==> config.mk <==
export PLATFORM = sky130hd
export DESIGN_NAME = keypad_lock_controller
export DESIGN_NICKNAME = d
export VERILOG_FILES = /design/src/rtl/klc_pkg.sv /design/src/rtl/klc_ram.sv /design/src/rtl/klc_code_store.sv /design/src/rtl/keypad_lock_controller.sv
export SDC_FILE = /design/constraint.sdc
export NUM_CORES = 1
export LEC_CHECK = 0
export ABC_AREA = 1
export BUFFER_PORTS_ARGS = -buffer_cell sky130_fd_sc_hd__clkbuf_2
export CAP_MARGIN = 20
export CORE_UTILIZATION = 55
export CTS_BUF_LIST = sky130_fd_sc_hd__clkbuf_4
export DETAILED_ROUTE_END_ITERATION = 7
export PLACE_DENSITY = 0.73
export SLEW_MARGIN = 20
export SYNTH_ARGS = -nofsm -noshare
export SYNTH_HDL_FRONTEND = slang
export SYNTH_SLANG_ARGS = --single-unit
==> constraint.sdc <==
create_clock -name clk -period 3.19 [get_ports clk]
set_input_delay 0.1595 -clock clk [delete_from_list [all_inputs] [get_ports clk]]
set_output_delay 0.1595 -clock clk [all_outputs]
set_load 0.03 [all_outputs]
==> src/rtl/klc_pkg.sv <==
// Shared types, codes and reset defaults for the keypad lock controller.
// Used by every module of the block but klc_ram; depends on nothing else.
`default_nettype none

package klc_pkg;

    localparam int USERS_DEF       = 5;
    localparam int CODE_DIGITS_DEF = 3;
    localparam int TABLE_BITS      = 60;
    localparam logic [TABLE_BITS-1:0] ID_TABLE_RESET = 60'd86152238561648913;

    // Request codes on the cmd field.
    localparam logic [1:0] CMD_KEY   = 2'd0;
    localparam logic [1:0] CMD_ADMIN = 2'd1;
    localparam logic [1:0] CMD_USER  = 2'd2;

    // Key codes: 0-9 are digits.
    localparam logic [3:0] KEY_STAR = 4'd10;
    localparam logic [3:0] KEY_MAX  = 4'd11;

    typedef enum logic [2:0] {
        EV_TAKEN      = 3'd0,
        EV_WRONG_ID   = 3'd1,
        EV_WRONG_CODE = 3'd2,
        EV_DOOR_OPEN  = 3'd3,
        EV_CONTACT    = 3'd4,
        EV_STORED     = 3'd5,
        EV_IGNORED    = 3'd6
    } event_t;

    typedef enum logic [3:0] {
        PH_IDLE     = 4'd0,
        PH_ID       = 4'd1,
        PH_CODE     = 4'd2,
        PH_ADM_CODE = 4'd3,
        PH_TARGET   = 4'd4,
        PH_ADM_NEW  = 4'd5,
        PH_CHG_ID   = 4'd6,
        PH_OLD      = 4'd7,
        PH_USR_NEW  = 4'd8,
        PH_REENTER  = 4'd9
    } phase_t;

    typedef struct packed {
        logic [1:0] cmd;
        logic [3:0] key;
    } key_item_t;

    typedef struct packed {
        logic [2:0] event_res;
        logic [1:0] beeps;
        logic       unlock;
        logic [3:0] prompt;
    } result_t;

    // Factory passcode of a user; users beyond the fifth start at zero.
    function automatic logic [31:0] default_code(input int idx);
        logic [31:0] code;
        case (idx)
            0:       code = 32'h203;
            1:       code = 32'h129;
            2:       code = 32'h325;
            3:       code = 32'h426;
            4:       code = 32'h079;
            default: code = 32'h0;
        endcase
        return code;
    endfunction

endpackage

`default_nettype wire

==> src/rtl/klc_ram.sv <==
// Generic single-port-write, single-port-read RAM with a registered read.
// Standalone; no package dependency.
`default_nettype none

module klc_ram #(
    parameter int WIDTH = 12,
    parameter int DEPTH = 5,
    localparam int AW = (DEPTH > 1) ? $clog2(DEPTH) : 1
) (
    input  wire logic             clk,
    input  wire logic             we,
    input  wire logic [AW-1:0]    waddr,
    input  wire logic [WIDTH-1:0] wdata,
    input  wire logic [AW-1:0]    raddr,
    output logic      [WIDTH-1:0] rdata
);

    logic [WIDTH-1:0] mem [DEPTH];

    always_ff @(posedge clk)
    begin
        if (we)
        begin
            mem[waddr] <= wdata;
        end
        rdata <= mem[raddr];
    end

endmodule

`default_nettype wire

==> src/rtl/klc_code_store.sv <==
// Passcode store: RAM plus per-entry valid bits that stand for the factory
// defaults, and a bypass for a read of the entry being written. Uses klc_pkg, klc_ram.
`default_nettype none

module klc_code_store #(
    parameter int USERS     = klc_pkg::USERS_DEF,
    parameter int CODE_BITS = 4 * klc_pkg::CODE_DIGITS_DEF,
    localparam int UW = (USERS > 1) ? $clog2(USERS) : 1
) (
    input  wire logic                 clk,
    input  wire logic                 rst_n,
    input  wire logic [UW-1:0]        raddr,
    output logic      [CODE_BITS-1:0] rcode,
    input  wire logic                 we,
    input  wire logic [UW-1:0]        waddr,
    input  wire logic [CODE_BITS-1:0] wdata
);
    import klc_pkg::*;

    logic [USERS-1:0]     valid_reg;
    logic                 rd_valid_reg;
    logic                 fwd_reg;
    logic [CODE_BITS-1:0] fwd_data_reg;
    logic [UW-1:0]        raddr_reg;
    logic [CODE_BITS-1:0] ram_rdata;
    logic [31:0]          dflt_wide;

    klc_ram #(
        .WIDTH (CODE_BITS),
        .DEPTH (USERS)
    ) u_ram (
        .clk   (clk),
        .we    (we),
        .waddr (waddr),
        .wdata (wdata),
        .raddr (raddr),
        .rdata (ram_rdata)
    );

    always_ff @(posedge clk or negedge rst_n)
    begin
        if (!rst_n)
        begin
            valid_reg    <= '0;
            rd_valid_reg <= 1'b0;
            fwd_reg      <= 1'b0;
            raddr_reg    <= '0;
        end
        else
        begin
            if (we)
            begin
                valid_reg[waddr] <= 1'b1;
            end
            rd_valid_reg <= valid_reg[raddr];
            fwd_reg      <= we && (waddr == raddr);
            raddr_reg    <= raddr;
        end
    end

    always_ff @(posedge clk)
    begin
        fwd_data_reg <= wdata;
    end

    assign dflt_wide = default_code(int'(raddr_reg));

    // A write to the entry under read wins over the RAM's old data.
    always_comb
    begin
        if (fwd_reg)
        begin
            rcode = fwd_data_reg;
        end
        else if (rd_valid_reg)
        begin
            rcode = ram_rdata;
        end
        else
        begin
            rcode = dflt_wide[CODE_BITS-1:0];
        end
    end

endmodule

`default_nettype wire

==> src/rtl/keypad_lock_controller.sv <==
// Keypad lock controller: each result is registered in the output register,
// or in the skid stage while res stalls; one key item is taken every cycle as
// long as res drains. The passcodes live in a RAM with a registered read,
// prefetched at the address the next item will need. Reset (rst_n,
// asynchronous) puts the lock idle, loads the default ID table and makes every
// user's code read as its factory default until it is first changed.
`default_nettype none

module keypad_lock_controller #(
    parameter int USERS       = klc_pkg::USERS_DEF,
    parameter int CODE_DIGITS = klc_pkg::CODE_DIGITS_DEF
) (
    input  wire logic                            clk,
    input  wire logic                            rst_n,
    // Configuration: the user ID table.
    input  wire logic                            cfg_we,
    input  wire logic [klc_pkg::TABLE_BITS-1:0]  cfg_wdata,
    // Key and request items.
    input  wire logic                            key_valid,
    output logic                                 key_stall,
    input  wire klc_pkg::key_item_t              key_item,
    // Results.
    output logic                                 res_valid,
    input  wire logic                            res_stall,
    output klc_pkg::result_t                     res
);
    import klc_pkg::*;

    localparam int CODE_BITS = 4 * CODE_DIGITS;
    localparam int UW = (USERS > 1) ? $clog2(USERS) : 1;
    localparam int DW = (CODE_DIGITS > 1) ? $clog2(CODE_DIGITS) : 1;

    // Session state.
    phase_t               phase_reg, phase_next;
    logic [DW-1:0]        cnt_reg, cnt_next;
    logic [CODE_BITS-1:0] entry_reg, entry_next;
    logic [CODE_BITS-1:0] first_reg, first_next;
    logic [UW-1:0]        sel_reg, sel_next;
    logic [TABLE_BITS-1:0] id_table_reg;

    // Output register and skid stage.
    result_t out_reg, skid_reg;
    logic    out_valid_reg, skid_valid_reg;

    logic                 accept;
    logic                 out_fire;
    result_t              result_new;
    logic [CODE_BITS+3:0] shift_wide;
    logic [CODE_BITS-1:0] entry_shift;
    logic                 last_digit;
    logic [63:0]          table64;
    logic [USERS-1:0]     match_vec;
    logic                 id_hit;
    logic [UW-1:0]        id_idx;
    logic [CODE_BITS-1:0] stored_code;
    logic                 code_ok;
    logic [UW-1:0]        st_raddr;
    logic                 st_we;

    assign accept   = key_valid && !key_stall;
    assign out_fire = out_valid_reg && !res_stall;

    // The skid stage being full is the only reason to hold the key side.
    assign key_stall = skid_valid_reg;
    assign res_valid = out_valid_reg;
    assign res       = out_reg;

    // The newest key joins the collected digits at the low end.
    assign shift_wide  = {entry_reg, key_item.key};
    assign entry_shift = shift_wide[CODE_BITS-1:0];
    assign last_digit  = (cnt_reg == DW'(CODE_DIGITS - 1));

    // ID lookup: one compare per table entry, lowest matching index wins.
    // Entries that would reach past bit 63 never match.
    assign table64 = {{(64 - TABLE_BITS){1'b0}}, id_table_reg};

    for (genvar i = 0; i < USERS; i++)
    begin : g_match
        if ((i + 1) * CODE_BITS <= 64)
        begin : g_fit
            assign match_vec[i] = (table64[i*CODE_BITS +: CODE_BITS] == entry_shift);
        end
        else
        begin : g_out
            assign match_vec[i] = 1'b0;
        end
    end

    always_comb
    begin
        id_hit = 1'b0;
        id_idx = '0;
        for (int i = USERS - 1; i >= 0; i--)
        begin
            if (match_vec[i])
            begin
                id_hit = 1'b1;
                id_idx = UW'(i);
            end
        end
    end

    // The passcode the pending phase compares against was prefetched in the
    // previous cycle, so it is ready as soon as the key arrives.
    klc_code_store #(
        .USERS     (USERS),
        .CODE_BITS (CODE_BITS)
    ) u_store (
        .clk   (clk),
        .rst_n (rst_n),
        .raddr (st_raddr),
        .rcode (stored_code),
        .we    (st_we),
        .waddr (sel_reg),
        .wdata (entry_shift)
    );

    assign code_ok = (stored_code == entry_shift);

    // The admin check always reads user 0; every other check reads the
    // selected user.
    assign st_raddr = (phase_next == PH_ADM_CODE) ? '0 : sel_next;

    always_comb
    begin
        phase_next           = phase_reg;
        cnt_next             = cnt_reg;
        entry_next           = entry_reg;
        first_next           = first_reg;
        sel_next             = sel_reg;
        st_we                = 1'b0;
        result_new.event_res = EV_TAKEN;
        result_new.beeps     = 2'd0;
        result_new.unlock    = 1'b0;

        if (accept)
        begin
            case (key_item.cmd)
                CMD_ADMIN:
                begin
                    phase_next = PH_ADM_CODE;
                    cnt_next   = '0;
                    entry_next = '0;
                end
                CMD_USER:
                begin
                    phase_next = PH_CHG_ID;
                    cnt_next   = '0;
                    entry_next = '0;
                end
                CMD_KEY:
                begin
                    if (key_item.key > KEY_MAX)
                    begin
                        result_new.event_res = EV_IGNORED;
                    end
                    else
                    begin
                        case (phase_reg) inside
                            PH_IDLE:
                            begin
                                if (key_item.key == KEY_STAR)
                                begin
                                    phase_next = PH_ID;
                                    cnt_next   = '0;
                                    entry_next = '0;
                                end
                                else
                                begin
                                    result_new.event_res = EV_IGNORED;
                                end
                            end
                            [PH_ID:PH_REENTER]:
                            begin
                                // Every key code up to KEY_MAX counts as a digit here.
                                entry_next = entry_shift;
                                cnt_next   = cnt_reg + DW'(1);
                                if (last_digit)
                                begin
                                    phase_next = PH_IDLE;
                                    cnt_next   = '0;
                                    entry_next = '0;
                                    case (phase_reg)
                                        PH_ID:
                                        begin
                                            if (id_hit)
                                            begin
                                                sel_next   = id_idx;
                                                phase_next = PH_CODE;
                                            end
                                            else
                                            begin
                                                result_new.event_res = EV_WRONG_ID;
                                                result_new.beeps     = 2'd2;
                                            end
                                        end
                                        PH_CODE:
                                        begin
                                            if (code_ok)
                                            begin
                                                result_new.event_res = EV_DOOR_OPEN;
                                                result_new.unlock    = 1'b1;
                                            end
                                            else
                                            begin
                                                result_new.event_res = EV_WRONG_CODE;
                                                result_new.beeps     = 2'd1;
                                            end
                                        end
                                        PH_ADM_CODE, PH_OLD:
                                        begin
                                            if (code_ok)
                                            begin
                                                phase_next = (phase_reg == PH_ADM_CODE) ?
                                                             PH_TARGET : PH_USR_NEW;
                                            end
                                            else
                                            begin
                                                result_new.event_res = EV_CONTACT;
                                                result_new.beeps     = 2'd2;
                                            end
                                        end
                                        PH_TARGET, PH_CHG_ID:
                                        begin
                                            if (id_hit)
                                            begin
                                                sel_next   = id_idx;
                                                phase_next = (phase_reg == PH_TARGET) ?
                                                             PH_ADM_NEW : PH_OLD;
                                            end
                                            else
                                            begin
                                                result_new.event_res = EV_CONTACT;
                                                result_new.beeps     = 2'd2;
                                            end
                                        end
                                        PH_ADM_NEW:
                                        begin
                                            st_we                = 1'b1;
                                            result_new.event_res = EV_STORED;
                                        end
                                        PH_USR_NEW:
                                        begin
                                            first_next = entry_shift;
                                            phase_next = PH_REENTER;
                                        end
                                        PH_REENTER:
                                        begin
                                            if (entry_shift == first_reg)
                                            begin
                                                st_we                = 1'b1;
                                                result_new.event_res = EV_STORED;
                                            end
                                            else
                                            begin
                                                result_new.event_res = EV_CONTACT;
                                                result_new.beeps     = 2'd2;
                                            end
                                        end
                                        default:
                                        begin
                                            phase_next = PH_IDLE;
                                        end
                                    endcase
                                end
                            end
                            default:
                            begin
                                // An unknown phase falls back to idle.
                                phase_next           = PH_IDLE;
                                cnt_next             = '0;
                                entry_next           = '0;
                                result_new.event_res = EV_IGNORED;
                            end
                        endcase
                    end
                end
                default:
                begin
                    result_new.event_res = EV_IGNORED;
                end
            endcase
        end

        result_new.prompt = phase_next;
    end

    always_ff @(posedge clk or negedge rst_n)
    begin
        if (!rst_n)
        begin
            phase_reg    <= PH_IDLE;
            cnt_reg      <= '0;
            entry_reg    <= '0;
            first_reg    <= '0;
            sel_reg      <= '0;
            id_table_reg <= ID_TABLE_RESET;
        end
        else
        begin
            phase_reg <= phase_next;
            cnt_reg   <= cnt_next;
            entry_reg <= entry_next;
            first_reg <= first_next;
            sel_reg   <= sel_next;
            if (cfg_we)
            begin
                id_table_reg <= cfg_wdata;
            end
        end
    end

    // Result transfer: the output register is refilled from the skid stage
    // first, so results leave in the order their keys arrived.
    always_ff @(posedge clk or negedge rst_n)
    begin
        if (!rst_n)
        begin
            out_valid_reg  <= 1'b0;
            skid_valid_reg <= 1'b0;
        end
        else if (skid_valid_reg)
        begin
            if (out_fire)
            begin
                skid_valid_reg <= 1'b0;
            end
        end
        else if (accept)
        begin
            if (out_valid_reg && !out_fire)
            begin
                skid_valid_reg <= 1'b1;
            end
            else
            begin
                out_valid_reg <= 1'b1;
            end
        end
        else if (out_fire)
        begin
            out_valid_reg <= 1'b0;
        end
    end

    always_ff @(posedge clk)
    begin
        if (skid_valid_reg)
        begin
            if (out_fire)
            begin
                out_reg <= skid_reg;
            end
        end
        else if (accept)
        begin
            if (out_valid_reg && !out_fire)
            begin
                skid_reg <= result_new;
            end
            else
            begin
                out_reg <= result_new;
            end
        end
    end

endmodule

`default_nettype wire

==> run_results.csv <==
group,metric,value,unit
synth,synth_edf_count,80,
hold_path,hold_path_class,"input port to flip-flop",
sta,tightest_slew,908,ps
worst_setup_path,reg2reg_depth,14,
sta,fmax,340,MHz
clocking,clock_path_buffers,3,
worst_setup_path,crit_chain,"inv_2 -> nor2_4 -> nand2_1 -> nand3_1 -> xor2_1 -> nand3_1 -> nor2_1 -> nand3_1 -> o21ai_0 -> inv_1 -> a211oi_1 -> nor2_1 -> o21ai_0 -> a31oi_1",
clocking,clock-sinks,205,
cells_and_area,final_cells,1581,
sta,fin_tns_setup,0,ps
synth,ys.flop_type,"dfrtp_1",
sta,finalClockSkew,55.4,ps
synth,synthTopCellsByCount,"nand2_1, inv_1, dfrtp_1",
routing,remaining_drc_errors,0,
flow_run,drv_cap,0,
routing,drt_first_pass_iters,5,
clocking,cts_made_buffers,53,
synth,synth_most_common_cell,"nand2_1",
cells_and_area,final_util,0.694,
sta,hold_violations,0,
global_routing,grt_pass1_wl,41.7,mm
routing,finalWirelength,26.0,mm
sta,hold-worst-slack,22.9,ps
clocking,clk_latency,680,ps
sta,period_minus_slack,2950,ps
routing,vias_per_cell,5.27,
synth,async_flop_share,0.493,
synth,synth-seq-cells,205,
clocking,root_buffer,"clkbuf_4",
global_routing,grt_pass1_vias,8229,
sta,slew_violations,0,
cells_and_area,fill_cells,1315,
floorplanning,start_util,0.565,
placement,dp_cells,1412,
hold_path,min_path_cells,3,
synth,synth_area_leaders,"edfxtp_1, dfrtp_1, nand2_1",
power_and_ir_drop,peakVddDrop,457,uV
power_and_ir_drop,p_seq_frac,0.425,
power_and_ir_drop,switching_share,0.342,
clocking,clkTransAtPathRegs,70,ps
global_routing,antenna_found_initial,1,
worst_setup_path,slowest_delay,510,ps
routing,wl_per_cell,16.5,um
cells_and_area,stdcell_area,12000,um2
clocking,cts_setup_buffers,0,
placement,gp_congestion,0.896,
power_and_ir_drop,clockPowerShare,0.303,
cells_and_area,drive_gt1_frac,0.230,
sta,fin_crit_sh,0.923,
synth,yosysSeqAreaShare,0.554,
sta,setup_slack,245,ps
power_and_ir_drop,netSwitchingPower,2.69,mW
routing,vias,8329,
synth,synth_fp_nets,1180,
placement,dp_slack,221,ps
worst_setup_path,critical-path-slowest-cell,"dfrtp_1",
synth,netlist_area,9810,um2
floorplanning,die_h,136,um
sta,slew_headroom,0.395,
placement,portBuffers,82,
sta,setup_viol,0,
cells_and_area,final_nets,1384,
floorplanning,die-area,18400,um2
synth,yosysUniqueCellTypes,45,
floorplanning,die_w,136,um
clocking,cts_tree,"yes",
cells_and_area,area_growth,22.8,%
worst_setup_path,crit_arrival,3320,ps
worst_setup_path,crit_required,3570,ps
worst_setup_path,path_depth,14,
floorplanning,ios,83,
worst_setup_path,crit_top_cell,"nand3_1",
synth,synth_top_area_frac,0.245,
worst_setup_path,cp_top_family,"simple AND/OR/NAND/NOR gates",
global_routing,grt_max_degree,58,
synth,synth.avg_cell_area,8.88,um2
synth,yosys.area.top_type,"edfxtp_1",
global_routing,overflow,0,
synth,synthCells,1105,
placement,dp_hpwl,16.9,mm
routing,dr.first_iter.drc_count,870,
worst_setup_path,worst_setup_path_start_kind,"flip-flop",
clocking,htree_levels,2,
floorplanning,coreArea,17400,um2
global_routing,track_usage,0.300,
routing,ant_nets,0,
power_and_ir_drop,p_int,5.19,mW
power_and_ir_drop,powerDensity,655,nW/um2
power_and_ir_drop,power.total,7.88,mW
worst_setup_path,path_class,"flip-flop to flip-flop",
worst_setup_path,crit_path_max_fanout,6,
synth,yosysWarnings,0,
sta,rsz0062_at_grt,"false",
power_and_ir_drop,p_leak,5.71,nW
worst_setup_path,cp-end-kind,"flip-flop",
power_and_ir_drop,combinationalPowerShare,0.272,
placement,placed_area,10600,um2
run_status,status,"complete, no violations",
floorplanning,fp-row-count,48,
worst_setup_path,worst-path-buf-inv,2,
-- cells in the final DEF (no fill, tap or decap), drive strengths merged, types with 17 or more instances in the layout --
cell type    netlist  final
dfxtp             24     24
buf               28     44
edfxtp            80     80
or2               17     17
dlygate4sd3        0     67
dfrtp             84     84
dfstp             17     17
clkbuf            15    175
inv              128    129
mux2              26     26
o21ai             71     71
nand2            363    363
xnor2             23     23
a21oi             21     21
nand3             68     68
nor2              66     66
-- power groups by stage --
stage | clock network (mW) | logic, mW | registers, mW
final | 2.39 | 2.14 | 3.35
after CTS | 2.43 | 2.11 | 3.34
after detailed placement | 0 | 2.03 | 3.39
after global placement | 0 | 2.00 | 3.39
after floorplan | 0 | 1.40 | 3.43
after global routing | 2.57 | 2.40 | 3.39
-- tightest hold or removal path, delay by kind of cell --
family,cells,cell delay [ps]
buffers and inverters,1,100
adder cells (fa/ha/maj),1,170
AND/OR/NAND/NOR,1,70
-- cell families after synthesis --
group                      after synthesis  share of synthesized area
adders and majority gates                4                    0.00510
muxes                                   26                     0.0298
AOI/OAI and AO/OA                      118                     0.0700
DFF                                    205                      0.554
xor gates and xnor gates                39                     0.0348
buffers and inverters                  173                     0.0756
and+or+nand+nor                        540                      0.231
-- final timing paths --
kind                                                    from                             end  slack [ps]
max in group asynchronous                              rst_n    id_table_reg[40]$_DFFE_PN1P_        2280
setup reg to reg              u_store.rd_valid_reg$_DFF_PN0_                res[9]$_DFFE_PP_         240
min in group asynchronous                              rst_n    id_table_reg[57]$_DFFE_PN0P_         150
setup / recovery              u_store.rd_valid_reg$_DFF_PN0_                res[9]$_DFFE_PP_         240
hold reg to reg            u_store.u_ram.mem[4][9]$_DFFE_PP_  u_store.u_ram.rdata[9]$_DFF_P_         450
hold / removal                                   key_item[5]           skid_reg[7]$_DFFE_PP_          20
-- repair_timing --
item                                    CTS  global route
endpoints found under the setup margin    0             6
endpoints found under the hold margin   122             0
hold buffers                             67             0
resized for setup                         0             7
-- routing by layer --
metal | GRT usage | vias up | wire [um] | part of all wire
met5 | 0 | - | 0 | 0
met4 | 0.166 | 0 | 1230 | 0.047
met3 | 0.0584 | 87 | 1900 | 0.073
met2 | 0.472 | 393 | 12200 | 0.47
met1 | 0.390 | 3832 | 10700 | 0.41
li1 | - | 4017 | - | -
-- area by class of cell --
| cell class | count | area, um2 | area share |
|---|---|---|---|
| antenna | 2 | 5.00 | 0.000415 |
| clock inverter | 6 | 28.8 | 0.00239 |
| tap | 225 | 282 | 0.0234 |
| inverter | 130 | 493 | 0.0409 |
| sequential | 205 | 5440 | 0.451 |
| multi-input combinational | 727 | 3640 | 0.302 |
| clock buffer | 94 | 706 | 0.0586 |
| timing repair buffer | 192 | 1460 | 0.121 |
No activity file was read; power rests on OpenSTA's default activity.
